--- config.mk ---
export PLATFORM = sky130hd
export DESIGN_NAME = civil_date_day_number_converter
export DESIGN_NICKNAME = d
export VERILOG_FILES = /design/src/hdl/cddn_pkg.sv /design/src/hdl/cddn_alu.sv /design/src/hdl/cddn_core.sv /design/src/hdl/cddn_out.sv /design/src/hdl/civil_date_day_number_converter.sv
export SDC_FILE = /design/constraint.sdc
export NUM_CORES = 1
export LEC_CHECK = 0
export BUFFER_PORTS_ARGS = -buffer_cell sky130_fd_sc_hd__buf_2
export CELL_PAD_IN_SITES_DETAIL_PLACEMENT = 1
export CELL_PAD_IN_SITES_GLOBAL_PLACEMENT = 2
export CORE_ASPECT_RATIO = 0.5
export CORE_MARGIN = 1.5
export CORE_UTILIZATION = 39
export CTS_CLUSTER_SIZE = 10
export DETAILED_ROUTE_END_ITERATION = 10
export MAX_ROUTING_LAYER = met4
export PLACE_DENSITY_LB_ADDON = 0.1
export SYNTH_ARGS = -nofsm -noshare
export SYNTH_HDL_FRONTEND = slang
export SYNTH_SLANG_ARGS = --single-unit
--- constraint.sdc ---
create_clock -name i_clk -period 15 [get_ports i_clk]
set_clock_uncertainty 0.15 [all_clocks]
set_input_delay 0.75 -clock i_clk [delete_from_list [all_inputs] [get_ports i_clk]]
set_output_delay 0.75 -clock i_clk [all_outputs]
set_load 0.02 [all_outputs]
--- src/hdl/cddn_pkg.sv ---
`timescale 1ns / 1ps
`default_nettype none
package cddn_pkg;

    // Highest calendar year accepted or produced
    localparam int YEAR_MAX = 9999;

    // Field widths
    localparam int OP_W    = 2;
    localparam int YEAR_W  = 14;
    localparam int MONTH_W = 4;
    localparam int DAY_W   = 5;
    localparam int LIN_W   = 23;
    localparam int SEC_W   = 39;

    // Operation codes
    localparam logic [OP_W-1:0] OP_DATE = 2'd0;
    localparam logic [OP_W-1:0] OP_DNUM = 2'd1;
    localparam logic [OP_W-1:0] OP_SECS = 2'd2;

    // Month codes
    localparam logic [MONTH_W-1:0] MON_JAN = 4'd1;
    localparam logic [MONTH_W-1:0] MON_FEB = 4'd2;
    localparam logic [MONTH_W-1:0] MON_APR = 4'd4;
    localparam logic [MONTH_W-1:0] MON_JUN = 4'd6;
    localparam logic [MONTH_W-1:0] MON_SEP = 4'd9;
    localparam logic [MONTH_W-1:0] MON_NOV = 4'd11;
    localparam logic [MONTH_W-1:0] MON_DEC = 4'd12;

    // Calendar block lengths in days, and seconds per day
    localparam int SEC_DAY  = 86400;
    localparam int ERA_DAYS = 146097;
    localparam int CEN_DAYS = 36524;
    localparam int BLK_DAYS = 1461;
    localparam int YR_DAYS  = 365;

    // Days from 1 Jan of year 1 up to 1 Jan of year y (elaboration only)
    function automatic int days_before(input int y);
        int p;
        p = y - 1;
        return p * 365 + p / 4 - p / 100 + p / 400;
    endfunction

    // Internal day index z counts from 1 Jan of year 1
    localparam int EPOCH_Z = days_before(1970);
    localparam int Z_MAX   = days_before(YEAR_MAX + 1) - 1;
    localparam int ERA_W   = $clog2(YEAR_MAX / 400 + 1);

    // Seconds are biased to a nonnegative value before the divide
    localparam longint SEC_HALF     = longint'(1) << (SEC_W - 1);
    localparam longint SEC_OFS_DAYS = (SEC_HALF + SEC_DAY - 1) / SEC_DAY;
    localparam longint U_OFS        = SEC_OFS_DAYS * SEC_DAY;
    localparam longint U_MAX        = SEC_HALF - 1 + U_OFS;
    localparam int     ALU_W        = $clog2(U_MAX + 1) + 1;
    localparam int     SQ_W         = $clog2(U_MAX / SEC_DAY + 1);
    localparam int     BIT_W        = $clog2((SQ_W > ERA_W) ? SQ_W : ERA_W);

    // Decomposition levels: 400 years, 100 years, 4 years, 1 year
    typedef enum logic [1:0] {
        L_ERA = 2'd0,
        L_CEN = 2'd1,
        L_BLK = 2'd2,
        L_YR  = 2'd3
    } t_lvl;

    typedef struct packed {
        logic [ALU_W-1:0] a;
        logic [ALU_W-1:0] b;
        logic             sub;
    } t_alu_req;

    typedef struct packed {
        logic                    go;
        logic                    ok;
        logic [YEAR_W-1:0]       year;
        logic [MONTH_W-1:0]      month;
        logic [DAY_W-1:0]        day;
        logic signed [LIN_W-1:0] lin;
    } t_fin;

    function automatic logic [ALU_W-1:0] lvl_days(input t_lvl l);
        case (l)
            L_ERA:   return ALU_W'(ERA_DAYS);
            L_CEN:   return ALU_W'(CEN_DAYS);
            L_BLK:   return ALU_W'(BLK_DAYS);
            default: return ALU_W'(YR_DAYS);
        endcase
    endfunction

    function automatic logic [YEAR_W-1:0] lvl_years(input t_lvl l);
        case (l)
            L_ERA:   return YEAR_W'(400);
            L_CEN:   return YEAR_W'(100);
            L_BLK:   return YEAR_W'(4);
            default: return YEAR_W'(1);
        endcase
    endfunction

    // MSB of the quotient taken at each level
    function automatic logic [BIT_W-1:0] lvl_top(input t_lvl l);
        case (l)
            L_ERA:   return BIT_W'(ERA_W - 1);
            L_CEN:   return BIT_W'(1);
            L_BLK:   return BIT_W'(4);
            default: return BIT_W'(1);
        endcase
    endfunction

    // Leap year from the position inside the era: last year of a 4-year
    // block, except the last block of a century that is not the fourth one
    function automatic logic is_leap(input logic [1:0] cen, input logic [4:0] blk,
                                     input logic [1:0] yr);
        return (yr == 2'd3) && ((blk != 5'd24) || (cen == 2'd3));
    endfunction

    function automatic logic [DAY_W-1:0] month_len(input logic [MONTH_W-1:0] m,
                                                   input logic leap);
        case (m)
            MON_FEB: return leap ? DAY_W'(29) : DAY_W'(28);
            MON_APR: return DAY_W'(30);
            MON_JUN: return DAY_W'(30);
            MON_SEP: return DAY_W'(30);
            MON_NOV: return DAY_W'(30);
            default: return DAY_W'(31);
        endcase
    endfunction

    function automatic logic [YEAR_W-1:0] year_of(input logic [ERA_W-1:0] e,
                                                  input logic [1:0] c,
                                                  input logic [4:0] f,
                                                  input logic [1:0] g);
        return YEAR_W'(e) * YEAR_W'(400) + YEAR_W'(c) * YEAR_W'(100)
             + YEAR_W'({f, 2'b00}) + YEAR_W'(g) + YEAR_W'(1);
    endfunction

endpackage
`default_nettype wire

--- src/hdl/cddn_alu.sv ---
`timescale 1ns / 1ps
`default_nettype none
module cddn_alu import cddn_pkg::*; (
    input  t_alu_req          i_req,
    output logic [ALU_W-1:0]  o_res
);

    // Single adder; subtract as a + ~b + 1
    logic [ALU_W-1:0] w_b;

    assign w_b   = i_req.sub ? ~i_req.b : i_req.b;
    assign o_res = i_req.a + w_b + ALU_W'(i_req.sub);

endmodule
`default_nettype wire

--- src/hdl/cddn_core.sv ---
`timescale 1ns / 1ps
`default_nettype none
module cddn_core import cddn_pkg::*; (
    input  logic                    i_clk,
    input  logic                    i_rst_n,
    input  logic                    i_start,
    input  logic [OP_W-1:0]         i_operation,
    input  logic [YEAR_W-1:0]       i_year,
    input  logic [MONTH_W-1:0]      i_month,
    input  logic [DAY_W-1:0]        i_day_of_month,
    input  logic signed [LIN_W-1:0] i_day_number,
    input  logic signed [SEC_W-1:0] i_seconds,
    output logic                    o_busy,
    output t_fin                    o_fin
);

    typedef enum logic [13:0] {
        S_IDLE  = 14'b00000000000001,
        S_LOAD  = 14'b00000000000010,
        S_SDIV  = 14'b00000000000100,
        S_SFIN  = 14'b00000000001000,
        S_ZSET  = 14'b00000000010000,
        S_DTRY  = 14'b00000000100000,
        S_MSTEP = 14'b00000001000000,
        S_YTRY  = 14'b00000010000000,
        S_YADD  = 14'b00000100000000,
        S_DCHK  = 14'b00001000000000,
        S_MADD  = 14'b00010000000000,
        S_DADD  = 14'b00100000000000,
        S_LSET  = 14'b01000000000000,
        S_FIN   = 14'b10000000000000
    } t_state;

    t_state                  r_state, n_state;
    logic [OP_W-1:0]         r_op, n_op;
    logic [YEAR_W-1:0]       r_year, n_year;
    logic [MONTH_W-1:0]      r_month, n_month;
    logic [DAY_W-1:0]        r_day, n_day;
    logic signed [LIN_W-1:0] r_lin, n_lin;
    logic [ALU_W-1:0]        r_acc, n_acc;
    logic [SQ_W-1:0]         r_quo, n_quo;
    logic [YEAR_W-1:0]       r_yrem, n_yrem;
    t_lvl                    r_lvl, n_lvl;
    logic [BIT_W-1:0]        r_bit, n_bit;
    logic [ERA_W-1:0]        r_qe, n_qe;
    logic [1:0]              r_qc, n_qc;
    logic [4:0]              r_qf, n_qf;
    logic [1:0]              r_qg, n_qg;
    logic [MONTH_W-1:0]      r_mcnt, n_mcnt;
    logic                    r_ok, n_ok;

    t_alu_req                w_req;
    logic [ALU_W-1:0]        w_res;
    logic                    w_take;
    logic                    w_leap;
    logic                    w_last_bit;
    logic                    w_lvl_done;
    t_lvl                    w_nxt_lvl;
    logic                    w_date_ok;
    logic                    w_dn_pos;

    cddn_alu u_alu (
        .i_req (w_req),
        .o_res (w_res)
    );

    // Trial subtract succeeds when no borrow comes out
    assign w_take     = ~w_res[ALU_W-1];
    assign w_leap     = is_leap(r_qc, r_qf, r_qg);
    assign w_last_bit = (r_bit == '0);
    assign w_lvl_done = w_last_bit && (r_lvl == L_YR);
    assign w_nxt_lvl  = t_lvl'(r_lvl + 2'd1);
    assign w_date_ok  = (r_year != '0) && (r_year <= YEAR_W'(YEAR_MAX))
                     && (r_month >= MON_JAN) && (r_month <= MON_DEC)
                     && (r_day != '0);
    assign w_dn_pos   = ~r_lin[LIN_W-1] && (r_lin != '0);

    // Sequencer and operand selection for the shared unit
    always_comb begin
        n_state = r_state;
        n_op    = r_op;
        n_year  = r_year;
        n_month = r_month;
        n_day   = r_day;
        n_lin   = r_lin;
        n_acc   = r_acc;
        n_quo   = r_quo;
        n_yrem  = r_yrem;
        n_lvl   = r_lvl;
        n_bit   = r_bit;
        n_qe    = r_qe;
        n_qc    = r_qc;
        n_qf    = r_qf;
        n_qg    = r_qg;
        n_mcnt  = r_mcnt;
        n_ok    = r_ok;
        w_req.a   = r_acc;
        w_req.b   = '0;
        w_req.sub = 1'b0;

        // Level quotients fill MSB first, one trial per cycle; a taken year trial also passes through S_YADD
        if ((r_state == S_DTRY) || (r_state == S_YTRY)) begin
            case (r_lvl)
                L_ERA:   n_qe = {r_qe[ERA_W-2:0], w_take};
                L_CEN:   n_qc = {r_qc[0], w_take};
                L_BLK:   n_qf = {r_qf[3:0], w_take};
                default: n_qg = {r_qg[0], w_take};
            endcase
        end

        case (r_state)
            S_IDLE: begin
                if (i_start) begin
                    n_op    = i_operation;
                    n_year  = i_year;
                    n_month = i_month;
                    n_day   = i_day_of_month;
                    n_lin   = i_day_number;
                    n_acc   = ALU_W'(i_seconds);
                    n_state = S_LOAD;
                end
            end
            S_LOAD: begin
                case (r_op)
                    OP_DATE: begin
                        if (w_date_ok) begin
                            n_yrem  = r_year - YEAR_W'(1);
                            n_acc   = '0;
                            n_lvl   = L_ERA;
                            n_bit   = lvl_top(L_ERA);
                            n_state = S_YTRY;
                        end else begin
                            n_ok    = 1'b0;
                            n_state = S_FIN;
                        end
                    end
                    OP_DNUM: begin
                        // positive day numbers skip the missing day zero
                        w_req.a   = ALU_W'(r_lin);
                        w_req.b   = ALU_W'(w_dn_pos);
                        w_req.sub = 1'b1;
                        n_lin     = w_res[LIN_W-1:0];
                        if (r_lin == '0) begin
                            n_ok    = 1'b0;
                            n_state = S_FIN;
                        end else begin
                            n_state = S_ZSET;
                        end
                    end
                    OP_SECS: begin
                        w_req.a = r_acc;
                        w_req.b = ALU_W'(U_OFS);
                        n_acc   = w_res;
                        n_quo   = '0;
                        n_bit   = BIT_W'(SQ_W - 1);
                        n_state = S_SDIV;
                    end
                    default: begin
                        n_ok    = 1'b0;
                        n_state = S_FIN;
                    end
                endcase
            end
            S_SDIV: begin
                // restoring divide by seconds per day
                w_req.b   = ALU_W'(SEC_DAY) << r_bit;
                w_req.sub = 1'b1;
                if (w_take) begin
                    n_acc = w_res;
                end
                n_quo = {r_quo[SQ_W-2:0], w_take};
                if (w_last_bit) begin
                    n_state = S_SFIN;
                end else begin
                    n_bit = r_bit - BIT_W'(1);
                end
            end
            S_SFIN: begin
                w_req.a   = ALU_W'(r_quo);
                w_req.b   = ALU_W'(SEC_OFS_DAYS);
                w_req.sub = 1'b1;
                n_lin     = w_res[LIN_W-1:0];
                n_state   = S_ZSET;
            end
            S_ZSET: begin
                // shift to day index and range check
                w_req.a = ALU_W'(r_lin);
                w_req.b = ALU_W'(EPOCH_Z);
                n_acc   = w_res;
                if (w_res[ALU_W-1] || (w_res > ALU_W'(Z_MAX))) begin
                    n_ok    = 1'b0;
                    n_state = S_FIN;
                end else begin
                    n_lvl   = L_ERA;
                    n_bit   = lvl_top(L_ERA);
                    n_state = S_DTRY;
                end
            end
            S_DTRY: begin
                w_req.b   = lvl_days(r_lvl) << r_bit;
                w_req.sub = 1'b1;
                if (w_take) begin
                    n_acc = w_res;
                end
                if (w_lvl_done) begin
                    n_month = MON_JAN;
                    n_state = S_MSTEP;
                end else if (w_last_bit) begin
                    n_lvl = w_nxt_lvl;
                    n_bit = lvl_top(w_nxt_lvl);
                end else begin
                    n_bit = r_bit - BIT_W'(1);
                end
            end
            S_MSTEP: begin
                w_req.b   = ALU_W'(month_len(r_month, w_leap));
                w_req.sub = 1'b1;
                if (w_take) begin
                    n_acc   = w_res;
                    n_month = r_month + MONTH_W'(1);
                end else begin
                    n_day   = r_acc[DAY_W-1:0] + DAY_W'(1);
                    n_year  = year_of(r_qe, r_qc, r_qf, r_qg);
                    n_ok    = 1'b1;
                    n_state = S_FIN;
                end
            end
            S_YTRY: begin
                // split year-1 into eras, centuries, blocks and years
                w_req.a   = ALU_W'(r_yrem);
                w_req.b   = ALU_W'(lvl_years(r_lvl)) << r_bit;
                w_req.sub = 1'b1;
                if (w_take) begin
                    n_yrem  = w_res[YEAR_W-1:0];
                    n_state = S_YADD;
                end else if (w_lvl_done) begin
                    n_state = S_DCHK;
                end else if (w_last_bit) begin
                    n_lvl = w_nxt_lvl;
                    n_bit = lvl_top(w_nxt_lvl);
                end else begin
                    n_bit = r_bit - BIT_W'(1);
                end
            end
            S_YADD: begin
                // accumulate the days of the block just taken
                w_req.b = lvl_days(r_lvl) << r_bit;
                n_acc   = w_res;
                if (w_lvl_done) begin
                    n_state = S_DCHK;
                end else begin
                    n_state = S_YTRY;
                    if (w_last_bit) begin
                        n_lvl = w_nxt_lvl;
                        n_bit = lvl_top(w_nxt_lvl);
                    end else begin
                        n_bit = r_bit - BIT_W'(1);
                    end
                end
            end
            S_DCHK: begin
                if (r_day <= month_len(r_month, w_leap)) begin
                    n_mcnt  = MON_JAN;
                    n_state = S_MADD;
                end else begin
                    n_ok    = 1'b0;
                    n_state = S_FIN;
                end
            end
            S_MADD: begin
                w_req.b = ALU_W'(month_len(r_mcnt, w_leap));
                if (r_mcnt == r_month) begin
                    n_state = S_DADD;
                end else begin
                    n_acc  = w_res;
                    n_mcnt = r_mcnt + MONTH_W'(1);
                end
            end
            S_DADD: begin
                w_req.b = ALU_W'(r_day - DAY_W'(1));
                n_acc   = w_res;
                n_state = S_LSET;
            end
            S_LSET: begin
                w_req.b   = ALU_W'(EPOCH_Z);
                w_req.sub = 1'b1;
                n_lin     = w_res[LIN_W-1:0];
                n_ok      = 1'b1;
                n_state   = S_FIN;
            end
            S_FIN: begin
                n_state = S_IDLE;
            end
            default: begin
                n_state = S_IDLE;
            end
        endcase
    end

    // Control state
    always_ff @(posedge i_clk) begin
        if (!i_rst_n) begin
            r_state <= S_IDLE;
        end else begin
            r_state <= n_state;
        end
    end

    // Working registers
    always_ff @(posedge i_clk) begin
        r_op    <= n_op;
        r_year  <= n_year;
        r_month <= n_month;
        r_day   <= n_day;
        r_lin   <= n_lin;
        r_acc   <= n_acc;
        r_quo   <= n_quo;
        r_yrem  <= n_yrem;
        r_lvl   <= n_lvl;
        r_bit   <= n_bit;
        r_qe    <= n_qe;
        r_qc    <= n_qc;
        r_qf    <= n_qf;
        r_qg    <= n_qg;
        r_mcnt  <= n_mcnt;
        r_ok    <= n_ok;
    end

    assign o_busy      = (r_state != S_IDLE);
    assign o_fin.go    = (r_state == S_FIN);
    assign o_fin.ok    = r_ok;
    assign o_fin.year  = r_year;
    assign o_fin.month = r_month;
    assign o_fin.day   = r_day;
    assign o_fin.lin   = r_lin;

endmodule
`default_nettype wire

--- src/hdl/cddn_out.sv ---
`timescale 1ns / 1ps
`default_nettype none
module cddn_out import cddn_pkg::*; (
    input  logic                    i_clk,
    input  logic                    i_rst_n,
    input  t_fin                    i_fin,
    output logic                    o_done,
    output logic [YEAR_W-1:0]       o_year,
    output logic [MONTH_W-1:0]      o_month,
    output logic [DAY_W-1:0]        o_day,
    output logic signed [LIN_W-1:0] o_day_number,
    output logic signed [SEC_W-1:0] o_seconds,
    output logic                    o_valid
);

    localparam int PROD_W = LIN_W + 18;

    logic                    r_done;
    logic [YEAR_W-1:0]       r_year;
    logic [MONTH_W-1:0]      r_month;
    logic [DAY_W-1:0]        r_day;
    logic signed [LIN_W-1:0] r_dn;
    logic signed [SEC_W-1:0] r_sec;
    logic                    r_valid;
    logic signed [PROD_W-1:0] w_prod;
    logic signed [LIN_W-1:0]  w_dn;

    // Start second of the day, and the day number without day zero
    assign w_prod = PROD_W'(i_fin.lin) * PROD_W'(SEC_DAY);
    assign w_dn   = i_fin.lin[LIN_W-1] ? i_fin.lin : i_fin.lin + LIN_W'(1);

    // Result strobe
    always_ff @(posedge i_clk) begin
        if (!i_rst_n) begin
            r_done <= 1'b0;
        end else begin
            r_done <= i_fin.go;
        end
    end

    // Result beat, all zero when invalid
    always_ff @(posedge i_clk) begin
        if (i_fin.go) begin
            r_valid <= i_fin.ok;
            r_year  <= i_fin.ok ? i_fin.year  : '0;
            r_month <= i_fin.ok ? i_fin.month : '0;
            r_day   <= i_fin.ok ? i_fin.day   : '0;
            r_dn    <= i_fin.ok ? w_dn        : '0;
            r_sec   <= i_fin.ok ? w_prod[SEC_W-1:0] : '0;
        end
    end

    assign o_done       = r_done;
    assign o_year       = r_year;
    assign o_month      = r_month;
    assign o_day        = r_day;
    assign o_day_number = r_dn;
    assign o_seconds    = r_sec;
    assign o_valid      = r_valid;

endmodule
`default_nettype wire

--- src/hdl/civil_date_day_number_converter.sv ---
`timescale 1ns / 1ps
`default_nettype none
// Converts a proleptic Gregorian date, a day number (1 Jan 1970 is day 1, 31 Dec 1969
// is day -1, no day 0) or a count of seconds since 1970 into date, day number and
// start second of the day. Pulse start while busy is low; busy stays high until the
// result, which is shown for exactly one cycle with o_done high and cannot be held
// off, so the receiver must take it then. The time to the result strobe varies with
// the operation, the month and the calendar position, and invalid input finishes
// early. Busy falls in the strobe cycle, so the next beat can be taken at the edge
// that ends it. One shared add/subtract unit produces one quotient bit of the seconds
// divide, one step of the 400/100/4/1-year split, or one month step per cycle; a taken
// year step of a date input also passes through S_YADD. Invalid input gives
// o_valid_res low and all fields zero.
module civil_date_day_number_converter import cddn_pkg::*; (
    input  logic                    i_clk,
    input  logic                    i_rst_n,
    input  logic                    start,
    output logic                    busy,
    input  logic [OP_W-1:0]         i_operation,
    input  logic [YEAR_W-1:0]       i_year,
    input  logic [MONTH_W-1:0]      i_month,
    input  logic [DAY_W-1:0]        i_day_of_month,
    input  logic signed [LIN_W-1:0] i_day_number,
    input  logic signed [SEC_W-1:0] i_seconds,
    output logic                    o_done,
    output logic [YEAR_W-1:0]       o_out_year,
    output logic [MONTH_W-1:0]      o_out_month,
    output logic [DAY_W-1:0]        o_out_day,
    output logic signed [LIN_W-1:0] o_out_day_number,
    output logic signed [SEC_W-1:0] o_out_seconds,
    output logic                    o_valid_res
);

    t_fin w_fin;

    // Sequencer with the shared arithmetic unit
    cddn_core u_core (
        .i_clk          (i_clk),
        .i_rst_n        (i_rst_n),
        .i_start        (start),
        .i_operation    (i_operation),
        .i_year         (i_year),
        .i_month        (i_month),
        .i_day_of_month (i_day_of_month),
        .i_day_number   (i_day_number),
        .i_seconds      (i_seconds),
        .o_busy         (busy),
        .o_fin          (w_fin)
    );

    // Result formatting and output register
    cddn_out u_out (
        .i_clk        (i_clk),
        .i_rst_n      (i_rst_n),
        .i_fin        (w_fin),
        .o_done       (o_done),
        .o_year       (o_out_year),
        .o_month      (o_out_month),
        .o_day        (o_out_day),
        .o_day_number (o_out_day_number),
        .o_seconds    (o_out_seconds),
        .o_valid      (o_valid_res)
    );

    // Accepted beat keeps the block busy
    a_accept_busy: assert property (@(posedge i_clk) disable iff (!i_rst_n)
        (start && !busy) |=> busy)
        else $error("busy not raised after accepted beat");

    // Result appears only after the sequencer went idle
    a_done_idle: assert property (@(posedge i_clk) disable iff (!i_rst_n)
        o_done |-> !busy)
        else $error("result strobe while busy");

    // Strobe lasts a single cycle
    a_done_pulse: assert property (@(posedge i_clk) disable iff (!i_rst_n)
        o_done |=> !o_done)
        else $error("result strobe longer than one cycle");

    // Invalid result has zero year, month and day number
    a_invalid_zero: assert property (@(posedge i_clk) disable iff (!i_rst_n)
        (o_done && !o_valid_res) |->
            (o_out_year == '0) && (o_out_month == '0) && (o_out_day_number == '0))
        else $error("invalid result not cleared");

    // Valid result carries a real month and day
    a_valid_date: assert property (@(posedge i_clk) disable iff (!i_rst_n)
        (o_done && o_valid_res) |->
            (o_out_month >= MON_JAN) && (o_out_month <= MON_DEC) && (o_out_day != '0))
        else $error("valid result with bad month or day");

endmodule
`default_nettype wire

Word level (Yosys, flattened, before mapping)

Index checks and enable logic that the tools add are counted.

Flip-flop bits (word level): 253
Bits of input ports: 90
Output and inout port bits: 88
Word-level logic and storage cells: 250

Add/sub/neg operators: 14
$mul: 3
Magnitude comparators: 5
Equal/unequal tests: 60
Shift-type cells: 4
Muxes and demuxes: 81
Bitwise logic cells: 4
Reduce and logical (&&, ||, !) cells: 54

Operators by type and width:

| kind                                                                   | count |
|---|---|
| 41-bit case mux with 10 select lines                                   | 1 |
| 41-bit 2-to-1 mux                                                      | 7 |
| 14-bit 2-to-1 mux                                                      | 17 |
| 41-bit case mux with 5 select lines                                    | 1 |
| 14-bit case mux with 13 select lines                                   | 1 |
| 41-bit case mux with 4 select lines                                    | 1 |
| 82-bit case mux with 2 select lines                                    | 1 |
| 23-bit 2-to-1 mux                                                      | 4 |
| 41-bit case mux with 2 select lines                                    | 1 |
| 41-bit by 5-bit left shift with 41-bit output                          | 2 |
| 23-bit case mux with 3 select lines                                    | 1 |
| 14-bit case mux with 2 select lines                                    | 2 |
| 18-bit case mux with 3 select lines                                    | 1 |
| 23-bit case mux with 2 select lines                                    | 1 |
| 5-bit 2-to-1 mux                                                       | 9 |
| 14-bit case mux with 3 select lines                                    | 1 |
| 41-bit by 1-bit adder with 41-bit output                               | 1 |
| 41-bit adder                                                           | 1 |
| 41-bit by 22-bit > comparator with 1-bit output, second input constant | 1 |
| 41-bit NOT                                                             | 1 |
| 14-bit by 5-bit left shift with 41-bit output                          | 1 |
| 17-bit by 5-bit left shift with 41-bit output, first input constant    | 1 |
| 5-bit case mux with 2 select lines                                     | 4 |
| 23-bit by 11-bit multiplier with 32-bit output, second input constant  | 1 |
| 78 further kinds                                                       | 163 |

Depth between registers and ports, before layout

Gate-level depths: netlist of the first run.

Depth after elaboration: 14
Mapped depth: 33
Depth with buffers taken out: 29

By module

Synthesis of the first run repeated with hierarchy kept, for this count alone.

Cells, all modules: 2385
Area, all modules: 21832.2 sq um

Modules (own cells, without submodules):

| module    | times used | cells each | area an instance (sq um) | seq. area each (sq um) |
|---|---|---|---|---|
| cddn_core | 1          | 1253       | 11547.3                  | 4844.6 |
| cddn_out  | 1          | 746        | 7564.8                   | 2392.3 |
| cddn_alu  | 1          | 386        | 2720.1                   | 0.0 |

Worst setup path before layout of the first run

No wires, ideal clock.

Kind: register to register
Start point: register u_core.r_state[1]
End point: register u_core.r_acc[0], enable pin
Library setup time: 0.660 ns
Arrival time: 11.899 ns
Required time: 14.190 ns
Path slack: 2.291 ns
Stages on the path, launching flop included: 27
Path buffers: 3
Period minus slack after synthesis: 12.709 ns
Cells stage by stage: dfxtp_1 > buf_6 > or4_4 > buf_6 > or3_1 > nor3_1 > o21ai_0 > o31ai_1 > a21oi_1 > mux2i_1 > o21ai_0 > a211oi_1 > xor2_1 > ha_1 > clkbuf_1 > and4_1 > nand2_1 > a2111oi_0 > a31o_2 > o211ai_1 > nand3_1 > nand4_1 > nand3_1 > a21oi_1 > xnor2_1 > inv_1 > a2111oi_0

Cells in the longest elaborated chain, start to end: 9
Elaborated cells on any way between the ends: 30
Those cells by class: add/sub: 2; eq/ne: 17; mux: 4; bitwise: 1; reduce/logical: 6

Ends and longest elaborated chain:

| element                                                                                                        | RTL line         | text |
|---|---|---|
| from (decl)                                                                                                    | cddn_core.sv:34  | `t_state r_state, n_state;` |
| from (signal assigned)                                                                                         | cddn_core.sv:305 | `r_state <= n_state;` |
| 14-bit by 5-bit == test with 1-bit output / 14-bit by 13-bit == test with 1-bit output (equally long branches) | cddn_core.sv:111 | `case (r_state)` |
| 2-bit OR reduction (no source line)                                                                            | n/a              |  |
| 41-bit case mux with 10 select lines                                                                           | cddn_core.sv:111 |  |
| 41-bit NOT                                                                                                     | cddn_alu.sv:11   | `assign w_b = i_req.sub ? ~i_req.b : i_req.b;` |
| 41-bit 2-to-1 mux                                                                                              | cddn_alu.sv:11   |  |
| 41-bit adder                                                                                                   | cddn_alu.sv:12   | `assign o_res = i_req.a + w_b + ALU_W'(i_req.sub);` |
| 41-bit by 1-bit adder with 41-bit output                                                                       | cddn_alu.sv:12   |  |
| 2-bit != test (no source line)                                                                                 | n/a              |  |
| 6-bit AND reduction (no source line) (*)                                                                       | n/a              |  |
| to (signal assigned)                                                                                           | cddn_core.sv:316 | `r_acc <= n_acc;` |
| to (decl)                                                                                                      | cddn_core.sv:40  | `logic [ALU_W-1:0] r_acc, n_acc;` |

Every way passes the cells marked *; elsewhere a longest branch is shown, timed or not.
A chain may end at the register's enable or synchronous reset.

Worst setup path after layout of the first run

Start point: register u_core.r_state[12]
End point: register u_core.r_bit[0], enable pin

Cells in the longest elaborated chain, start to end: 11
Elaborated cells on any way between the ends: 30
Those cells by class: add/sub: 2; order compare: 1; eq/ne: 16; mux: 4; bitwise: 1; reduce/logical: 6

Ends and longest elaborated chain:

| element                                                                                                        | RTL line         | text |
|---|---|---|
| 14-bit by 5-bit == test with 1-bit output / 14-bit by 13-bit == test with 1-bit output (equally long branches) | cddn_core.sv:111 |  |
| 2-bit OR reduction (no source line)                                                                            | n/a              |  |
| 41-bit case mux with 10 select lines                                                                           | cddn_core.sv:111 |  |
| 41-bit NOT                                                                                                     | cddn_alu.sv:11   |  |
| 41-bit 2-to-1 mux                                                                                              | cddn_alu.sv:11   |  |
| 41-bit adder                                                                                                   | cddn_alu.sv:12   |  |
| 41-bit by 1-bit adder with 41-bit output                                                                       | cddn_alu.sv:12   |  |
| 41-bit by 22-bit > comparator with 1-bit output                                                                | cddn_core.sv:190 | `if (w_res[ALU_W-1] \|\| (w_res > ALU_W'(Z_MAX))) begin` |
| 1-bit logical OR                                                                                               | cddn_core.sv:190 |  |
| 2-bit != test (no source line)                                                                                 | n/a              |  |
| 6-bit AND reduction (no source line) (*)                                                                       | n/a              |  |
| to (signal assigned)                                                                                           | cddn_core.sv:320 | `r_bit <= n_bit;` |
| to (decl)                                                                                                      | cddn_core.sv:44  | `logic [BIT_W-1:0] r_bit, n_bit;` |

Marks and branches as above.

==> metrics.csv, run 1 <==
stage;metric;value;unit
status;status;complete, no violations;
cts;cts_tree;yes;
cts;h-tree-depth;1;
cts;clk_pin_slew;70;ps
finish;layout-drive-gt1-share;11.4;%
synth;yosysUniqueCellTypes;87;
die;dieHeight;170;µm
synth;ys.flop_type;edfxtp_1;
finish;area_growth;11.8;%
setup_path;crit_type;flip-flop to flip-flop;
synth;ys_seq_area_share;33.4;%
drt;detail_route.wl_per_cell;22.4;µm
die;core_area;54300;µm²
drt;drt-pass1-iter-count;5;
worst_hold_path;hold_path_class;input pin to flip-flop;
cts;cts_root_buf;clkbuf_16;
cts;clk_latency;610;ps
synth;ys_seq_elements;246;
synth;yosys_warnings;0;
setup_path;critPathRequiredTime;15090;ps
die;pin_count;178;
timing;max_freq;116;MHz
synth;syn_area_per_cell;8.95;µm²
timing;rsz0062_at_grt;no;
drt;ant_nets;0;
pwr;power;5.44;mW
global_route;grt_pass1_vias;18400;
setup_path;worstSetupStartpointType;flip-flop;
timing;fin_tns_setup;0;ps
synth;synth_top_area_share;32.0;%
cts;numCtsBuffers;30;
drt;vias_per_cell;5.56;
finish;final_core_util;44.6;%
timing;hold_viol_final;0;
synth;synth_edf_count;231;
synth;syn_area;21700;µm²
pwr;leakagePower;10.5;nW
global_route;grt_pass1_wl;113000;µm
finish;fin_area;24200;µm²
finish;final_cell_mix;nand2_1, edfxtp_1, inv_1, ha_1, o21ai_0;
global_route;antenna_found_initial;0;
cts;cts-resized-gates;0;
synth;synth_area_leaders;edfxtp_1, ha_1, fa_1;
cts;cts_setup_buffers;0;
timing;tightestPinTransition;1220;ps
job;drv_cap;0;
pwr;p_per_area;225;nW/µm²
die;die_area;57000;µm²
synth;synth_area_leader_cell;edfxtp_1;
synth;synthCells;2420;
cts;ctsHoldBuffers;0;
setup_path;worst-endpoint-arrival;8730;ps
pwr;irDropWorstVdd;148;µV
global_route;overflow;0;
placement;portBuffers;170;
synth;synth_async_sr_flop_share;0;%
setup_path;critPathCaptureType;flip-flop;
timing;relSlewSlack;18.4;%
global_route;track_usage;26.7;%
global_route;grt_max_degree;80;
timing;holdWs;168;ps
setup_path;r2r_setup_slack;6360;ps
timing;drv_slew;0;
cts;cts.path.max_buffers;3;
drt;route.vias.total;18400;
timing;post-route-period-util;57.6;%
timing;period_minus_slack;8640;ps
die;start_util;39.9;%
drt;drc;0;
placement;dp_hpwl;58000;µm
placement;gp_congestion;0.937;
setup_path;cp_max_fo;11;
timing;finalSetupViolations;0;
die;dieWidth;336;µm
cts;cts_sinks;246;
die;num_rows;60;
drt;wirelength;74100;µm
drt;drtIter0Drc;1441;
finish;nets;2922;
finish;final_common_cell;nand2_1;
placement;place_area;23300;µm²
==> metal layers <==
layer / vias to the layer above / wire (µm) / track usage, %
li1: 8766 / - / -
met1: 9132 / 35900 / 38.0
met2: 444 / 33100 / 41.1
met3: 75 / 3840 / 3.14
met4: 0 / 1260 / 4.56
met5: - / 0 / -
==> through the flow <==
stage | worst slack, ps | std cells
2_1_floorplan | 2290 | 2426
3_3_place_gp | 6780 | 3263
3_5_place_dp | 6590 | 3263
4_1_cts | 6550 | 3311
5_1_grt | 5910 | 3311
6_report | 6360 | 3312
==> cell usage after synthesis, types with 5 or more instances <==
library cell,n
fa_1,65
a211oi_1,12
xor2_1,53
o22ai_1,9
a31o_2,5
clkbuf_1,95
nand3_1,67
nor2b_1,18
a21boi_0,8
a22oi_1,29
nand4_1,24
o211ai_1,7
nand4b_1,6
edfxtp_1,231
and2_1,105
a22o_1,5
nand2_1,304
mux2i_1,14
nor4_1,24
mux2_2,5
a31oi_1,15
o31ai_1,15
nor3_1,46
nand2b_1,21
o21ai_0,175
o311ai_0,6
a21oi_1,127
or3_1,18
ha_1,216
xnor2_1,106
a21o_1,35
or4_1,5
nor2_1,145
or2_2,10
buf_4,7
o21a_1,15
a2111oi_0,7
inv_1,223
and3_1,12
dfxtp_1,15
nor4b_1,6
a311oi_1,5
o21bai_1,15
nor3b_1,15
==> flip-flops by register name (all words and copies together) (netlist names), 2 cells and up <==
signal / cells
u_core.r_lin: 23
u_out.o_day_number: 23
u_out.o_seconds: 32
u_out.o_month: 4
u_out.o_year: 14
u_core.r_quo: 23
u_core.r_lvl: 2
u_out.o_day: 5
u_core.r_qc: 2
u_core.r_state: 14
u_core.r_bit: 5
u_core.r_qe: 5
u_core.r_day: 5
u_core.r_month: 4
u_core.r_qg: 2
u_core.r_mcnt: 4
u_core.r_yrem: 14
u_core.r_acc: 41
u_core.r_qf: 5
u_core.r_op: 2
u_core.r_year: 14
==> cell families after synthesis <==
kind of cell,count (synthesis),share of synthesized area (%)
simple gates,852,19.5
fa+ha+maj,281,18.5
other cells,1,0.0173
buf+inv,333,5.97
xor+xnor,159,6.43
flops,246,33.4
compound gates,529,15.3
mux,19,0.907
==> power breakdown <==
part	switching (mW)	internal, mW
Combinational	2.13	1.60
Clock	0.313	0.388
Sequential	0.105	0.903
Total	2.54	2.89
==> final cells by class <==
class | instances | area, µm²
repair buffers | 201 | 1080
fillers | 6404 | 30100
multi-input cells | 1847 | 13200
inverters | 225 | 845
clock inverters | 5 | 23.8
flip-flops and latches | 246 | 7240
diodes | 1 | 2.50
well taps | 744 | 931
clock buffers | 43 | 852
==> critical path, cell delays in order (launching register included) <==
cell	delay, ps
dfxtp_1	440
or4_4	580
nor2_1	770
nand3_1	520
nand2_1	180
nor2_1	170
nor2_1	550
a311oi_1	220
xor2_1	190
ha_1	370
nor2b_1	170
o31ai_1	560
a2111oi_0	250
a31o_2	300
or2_2	310
or3_1	350
a31oi_1	240
o21ai_0	160
xnor2_1	320
nand2_1	90
nor4_1	220
nand3_1	190
o31a_1	450
a2111oi_4	530
==> worst paths after layout <==
check	from	to	cells past startpoint
max reg2reg	u_core.r_state[12]	u_core.r_bit[0]	23
min reg2reg	u_core.r_qf[2]	u_core.r_qf[3]	0
max	u_core.r_state[12]	u_core.r_bit[0]	23
min	i_operation[1]	u_core.r_op[1]	1
Note: power is estimated with default switching activity, not from simulation.
==> run 2, diff against run 1 <==
- clock period: 15 -> 8.6 ns (I/O delays scaled with it)
==> metrics.csv, run 2 (same netlist as run 1, synthesis figures left out) <==
stage;metric;value;unit;change
finish;final_cell_mix;nand2_1, edfxtp_1, inv_1, ha_1, o21ai_0;;
setup_path;worstSetupStartpointType;flip-flop;;
finish;nets;2992;;+2.4%
drt;drtIter0Drc;1214;;-16%
setup_path;slowest_stage;nor2_1;;
drt;ant_nets;0;;unchanged
drt;drt-pass1-iter-count;6;;+1
global_route;grt_pass1_vias;18800;;+2.2%
timing;hold_viol_final;0;;unchanged
finish;largest-register;u_core.r_acc;;
setup_path;cp_common_cell;nand2_1;;
setup_path;slowest_delay;630;ps;-140 ps
pwr;leakagePower;10.8;nW;+2.6%
placement;gp_congestion;0.904;;-3.4%
cts;clk_latency;590;ps;-20 ps
placement;pre_cts_slack;492;ps;-6090 ps
die;core_area;54300;µm²;unchanged
setup_path;rr_worst_depth;27;;+17%
setup_path;r2r_setup_slack;470;ps;-5890 ps
global_route;track_usage;26.6;%;-0.093 points
finish;fin_area;24800;µm²;+2.6%
setup_path;critPathRequiredTime;8680;ps;-6410 ps
timing;rsz0062_at_grt;no;;
global_route;grt_max_degree;80;;unchanged
cts;cts_setup_buffers;0;;unchanged
timing;tightestPinTransition;1200;ps;-16.3 ps
finish;area_growth;14.7;%;
setup_path;reg2reg_from;u_core.r_state[12];;
drt;drc;0;;unchanged
placement;dpl.cell_count;3278;;+0.46%
cts;cts.path.max_buffers;3;;unchanged
global_route;overflow;0;;unchanged
setup_path;crit_end;u_core.r_bit[0];;
timing;relSlewSlack;19.5;%;+1.1 points
setup_path;r2r_end;u_core.r_bit[0];;
drt;vias_per_cell;5.52;;-0.71%
cts;cts_root_buf;clkbuf_16;;
finish;fin_cells;3377;;+2.0%
finish;final_common_cell;nand2_1;;
setup_path;critPathCaptureType;flip-flop;;
worst_hold_path;holdCritStartpoint;i_day_number[16];;
finish;antenna-diode-count;0;;-1
die;start_util;39.9;%;unchanged
drt;wirelength;73300;µm;-1.1%
global_route;grt_pass1_wl;113000;µm;+0.34%
timing;finalSetupViolations;0;;unchanged
timing;post-route-period-util;94.5;%;+37 points
placement;place_area;23500;µm²;+0.61%
setup_path;crit_type;flip-flop to flip-flop;;
cts;cts_tree;yes;;
finish;layout-drive-gt1-share;11.6;%;+0.25 points
die;dieHeight;170;µm;unchanged
timing;fin_ws;469;ps;-5890 ps
cts;cts_sinks;246;;unchanged
drt;route.vias.total;18600;;+1.2%
pwr;p_per_area;378;nW/µm²;+69%
setup_path;startpoint;u_core.r_state[12];;
timing;holdWs;24.9;ps;-143 ps
pwr;irDropWorstVdd;232;µV;+57%
die;die_area;57000;µm²;unchanged
timing;max_freq;123;MHz;+6.2%
drt;detail_route.wl_per_cell;21.7;µm;-3.0%
pwr;power;9.40;mW;+73%
cts;numCtsBuffers;29;;-3.3%
worst_hold_path;hold_path_class;input pin to flip-flop;;
global_route;antenna_found_initial;1;;+1
timing;period_minus_slack;8130;ps;-507 ps
cts;clk_pin_slew;70;ps;about the same
die;pin_count;178;;unchanged
status;status;complete, no violations;;
timing;fin_tns_setup;0;ps;unchanged
die;num_rows;60;;unchanged
job;drv_cap;0;;unchanged
setup_path;cp_max_fo;11;;unchanged
placement;portBuffers;170;;unchanged
timing;drv_slew;0;;unchanged
placement;dp_hpwl;57500;µm;-0.92%
finish;final_core_util;45.8;%;+1.2 points
cts;h-tree-depth;1;;unchanged
die;dieWidth;336;µm;unchanged
finish;largest_reg_flops;41;;unchanged
setup_path;worst-endpoint-arrival;8210;ps;-520 ps
run 2: changes by cell type in the layout (fill, tap and decap cells not counted), sizes merged:
cell and change:
clkbuf -4, dlygate4sd3 +56, diode -1, clkinv -1, inv -1, clkinvlp +1, buf +15
run 2: routing by layer:
layer / up-vias / share of wire [%] / track usage, %
met2: 388 / 45 / 41.6
met1: 9303 / 49 / 37.4
li1: 8886 / - / -
met4: 0 / 1.5 / 4.15
met5: - / 0 / -
met3: 69 / 4.7 / 3.35
run 2: critical path, delay by kind of cell, from the launching register on:
kind,cells,cell delay [ps]
adder cells (fa/ha/maj),1,450
XOR/XNOR,2,400
buffers and inverters,4,650
AND/OR/NAND/NOR,13,3630
AO/OA/AOI/OAI,7,2000
flip-flops,1,460
run 2: where the power goes:
part / switching, mW / internal (mW) / leakage [nW]
logic: 3.71 / 2.81 / 8.14
registers: 0.181 / 1.58 / 2.27
clock network: 0.517 / 0.608 / 0.379
total: 4.41 / 4.99 / 10.8
run 2: worst min-delay path by stage:
| stage | end | slack [ps] | cells past startpoint |
|---|---|---|---|
| 2_1_floorplan | u_core.r_qf[1] | 300 | 0 |
| 3_3_place_gp | u_core.r_qg[1] | 320 | 0 |
| 3_5_place_dp | u_core.r_qg[1] | 330 | 0 |
| 4_1_cts | u_core.r_lin[1] | 1 | 3 |
| 5_1_grt | u_core.r_lin[15] | 20 | 3 |
| 6_report | u_core.r_lin[16] | 20 | 3 |
run 2: repair_timing:
item,4_1_cts,5_1_grt
setup endpoints to repair,0,7
resized for setup,0,5
endpoints found under the hold margin,56,0
hold buffers,56,0
run 2: cell type report:
| type | count | area (µm²) |
|---|---|---|
| clock buffer | 39 | 763 |
| timing repair buffer | 272 | 1770 |
| multi-input combinational | 1847 | 13300 |
| clock inverter | 4 | 21.3 |
| tap | 744 | 931 |
| inverter | 225 | 845 |
| sequential | 246 | 7240 |
| fill | 6321 | 29400 |
==> run 3, diff against run 2 <==
- CORE_ASPECT_RATIO: 0.5 -> not set
- CORE_UTILIZATION: 39 -> 35
- clock period: 8.6 -> 6.93 ns (I/O delays scaled with it)
==> metrics.csv, run 3 (same netlist as run 1, synthesis figures left out) <==
stage;metric;value;unit;change
placement;portBuffers;170;;unchanged
global_route;grt_pass1_wl;125000;µm;+10%
timing;fin_tns_setup;-1430;ps;-1430 ps
finish;largest-register;u_core.r_acc;;
timing;period_minus_slack;7130;ps;-1000 ps
global_route;overflow;0;;unchanged
finish;final_core_util;46.8;%;+1.0 points
pwr;leakagePower;13.0;nW;+20%
worst_hold_path;hold_path_class;input pin to flip-flop;;
global_route;track_usage;26.5;%;-0.095 points
pwr;p_per_area;444;nW/µm²;+17%
finish;nets;3396;;+14%
drt;route.vias.total;20000;;+7.1%
finish;multiInputGateArea;13700;µm²;+3.1%
finish;final_cell_mix;buf_4, nand2_1, edfxtp_1, inv_1, ha_1;;
placement;pre_cts_slack;-893;ps;-1380 ps
finish;layout-drive-gt1-share;24.8;%;+13 points
drt;vias_per_cell;5.21;;-5.7%
timing;post-route-period-util;103;%;+8.3 points
global_route;antenna_found_initial;1;;unchanged
cts;cts_root_buf;clkbuf_16;;
cts;cts_sinks;246;;unchanged
timing;relSlewSlack;13.3;%;-6.2 points
finish;largest_reg_flops;41;;unchanged
setup_path;cp_max_fo;5;;-6
global_route;grt_max_degree;80;;unchanged
die;die_area;63400;µm²;+11%
cts;clk_pin_slew;50;ps;-20 ps
cts;cts_tree;yes;;
status;status;finished with violations;;
job;drv_cap;0;;unchanged
drt;drtIter0Drc;1060;;-13%
drt;wirelength;83000;µm;+13%
cts;h-tree-depth;2;;+1
timing;fin_ws;-200;ps;-669 ps
global_route;grt_pass1_vias;21300;;+13%
finish;fin_cells;3833;;+14%
timing;hold_viol_final;0;;unchanged
setup_path;slowest_stage;or4_4;;
drt;drc;0;;unchanged
finish;area_growth;32.8;%;
setup_path;worst-endpoint-arrival;7270;ps;-940 ps
cts;clk_latency;580;ps;about the same
status;violations;setup timing;;
setup_path;cp_common_cell;buf_4;;
setup_path;critPathRequiredTime;7070;ps;-1610 ps
timing;finalSetupViolations;9;;+9
drt;drt-pass1-iter-count;5;;-1
drt;detail_route.wl_per_cell;21.6;µm;-0.24%
pwr;irDropWorstVdd;367;µV;+58%
finish;n_fill_cell;7221;;+14%
placement;dp_hpwl;66900;µm;+16%
timing;max_freq;140;MHz;+14%
setup_path;critPathCaptureType;flip-flop;;
die;pin_count;178;;unchanged
die;dieHeight;252;µm;+48%
placement;dpl.cell_count;3670;;+12%
timing;rsz0062_at_grt;yes;;
pwr;power;12.8;mW;+36%
die;start_util;35.2;%;-4.7 points
cts;numCtsBuffers;34;;+17%
setup_path;crit_type;flip-flop to flip-flop;;
setup_path;worstSetupStartpointType;flip-flop;;
setup_path;slowest_delay;540;ps;-90 ps
timing;tightestPinTransition;1280;ps;+79.2 ps
placement;gp_congestion;0.897;;-0.85%
setup_path;r2r_setup_slack;-200;ps;-670 ps
timing;drv_slew;0;;unchanged
die;core_area;61500;µm²;+13%
die;num_rows;91;;+52%
finish;final_common_cell;buf_4;;
cts;cts.path.max_buffers;3;;unchanged
finish;regArea;7240;µm²;about the same
drt;ant_nets;0;;unchanged
die;dieWidth;252;µm;-25%
[run 3: cell count changes in the layout (fill, tap and decap cells not counted), sizes merged]
cell | before | now
clkinv | 4 | 11
diode | 0 | 1
clkbuf | 39 | 41
dlygate4sd3 | 56 | 78
clkinvlp | 1 | 0
buf | 216 | 590
bufinv | 0 | 2
inv | 224 | 227
[run 3: where the power goes]
group	switching, mW	total (mW)	internal (mW)
Clock	0.725	1.70	0.975
Combinational	4.99	9.01	4.02
Sequential	0.100	2.05	1.95
[run 3: area by class of cell]
| cell class | instances | area share [%] |
|---|---|---|
| antenna | 1 | 0.00870 |
| clock buffer | 38 | 3.01 |
| clock inverter | 15 | 0.570 |
| inverter | 225 | 2.95 |
| multi-input combinational | 1847 | 47.6 |
| sequential | 246 | 25.2 |
| tap | 790 | 3.44 |
| timing repair buffer | 671 | 17.3 |
[run 3: metal layers]
layer	share of wire, %	global-route usage, %
met3	3.1	3.08
met4	3.1	8.64
met1	45	33.1
met5	0	-
met2	49	44.6
[run 3: final timing paths]
kind | startpoint | to | cells past startpoint
setup reg to reg | u_core.r_state[0] | u_core.r_bit[3] | 33
setup / recovery | u_core.r_state[0] | u_core.r_bit[3] | 33
hold / removal | i_day_number[20] | u_core.r_lin[20] | 3
hold reg to reg | u_core.r_qg[0] | u_core.r_qg[1] | 0
[run 3: worst max-delay path: cells and delay by family, from the launching register on]
family	cells	cell delay [ps]
multiplexers	1	180
flip-flops	1	320
adder cells (fa/ha/maj)	1	300
buffers and inverters	6	880
AND/OR/NAND/NOR	10	2010
XOR/XNOR	2	410
AO/OA/AOI/OAI	13	2580
[run 3: what timing repair did]
item / CTS / global route
pin swaps: 23 / 50
buffers inserted: 12 / 17
gates resized for setup: 37 / 76
endpoints found under the hold margin: 81 / 0
endpoints found under the setup margin: 53 / 85
hold buffers: 78 / 0
cloned: 0 / 4
[run 3: metrics by stage]
stage | hold slack (ps) | cell area, µm²
2_1_floorplan | 295 | 21800
3_3_place_gp | 330 | 26200
3_5_place_dp | 332 | 26200
4_1_cts | 16.6 | 28300
5_1_grt | 54.4 | 28800
6_report | 53.1 | 28800
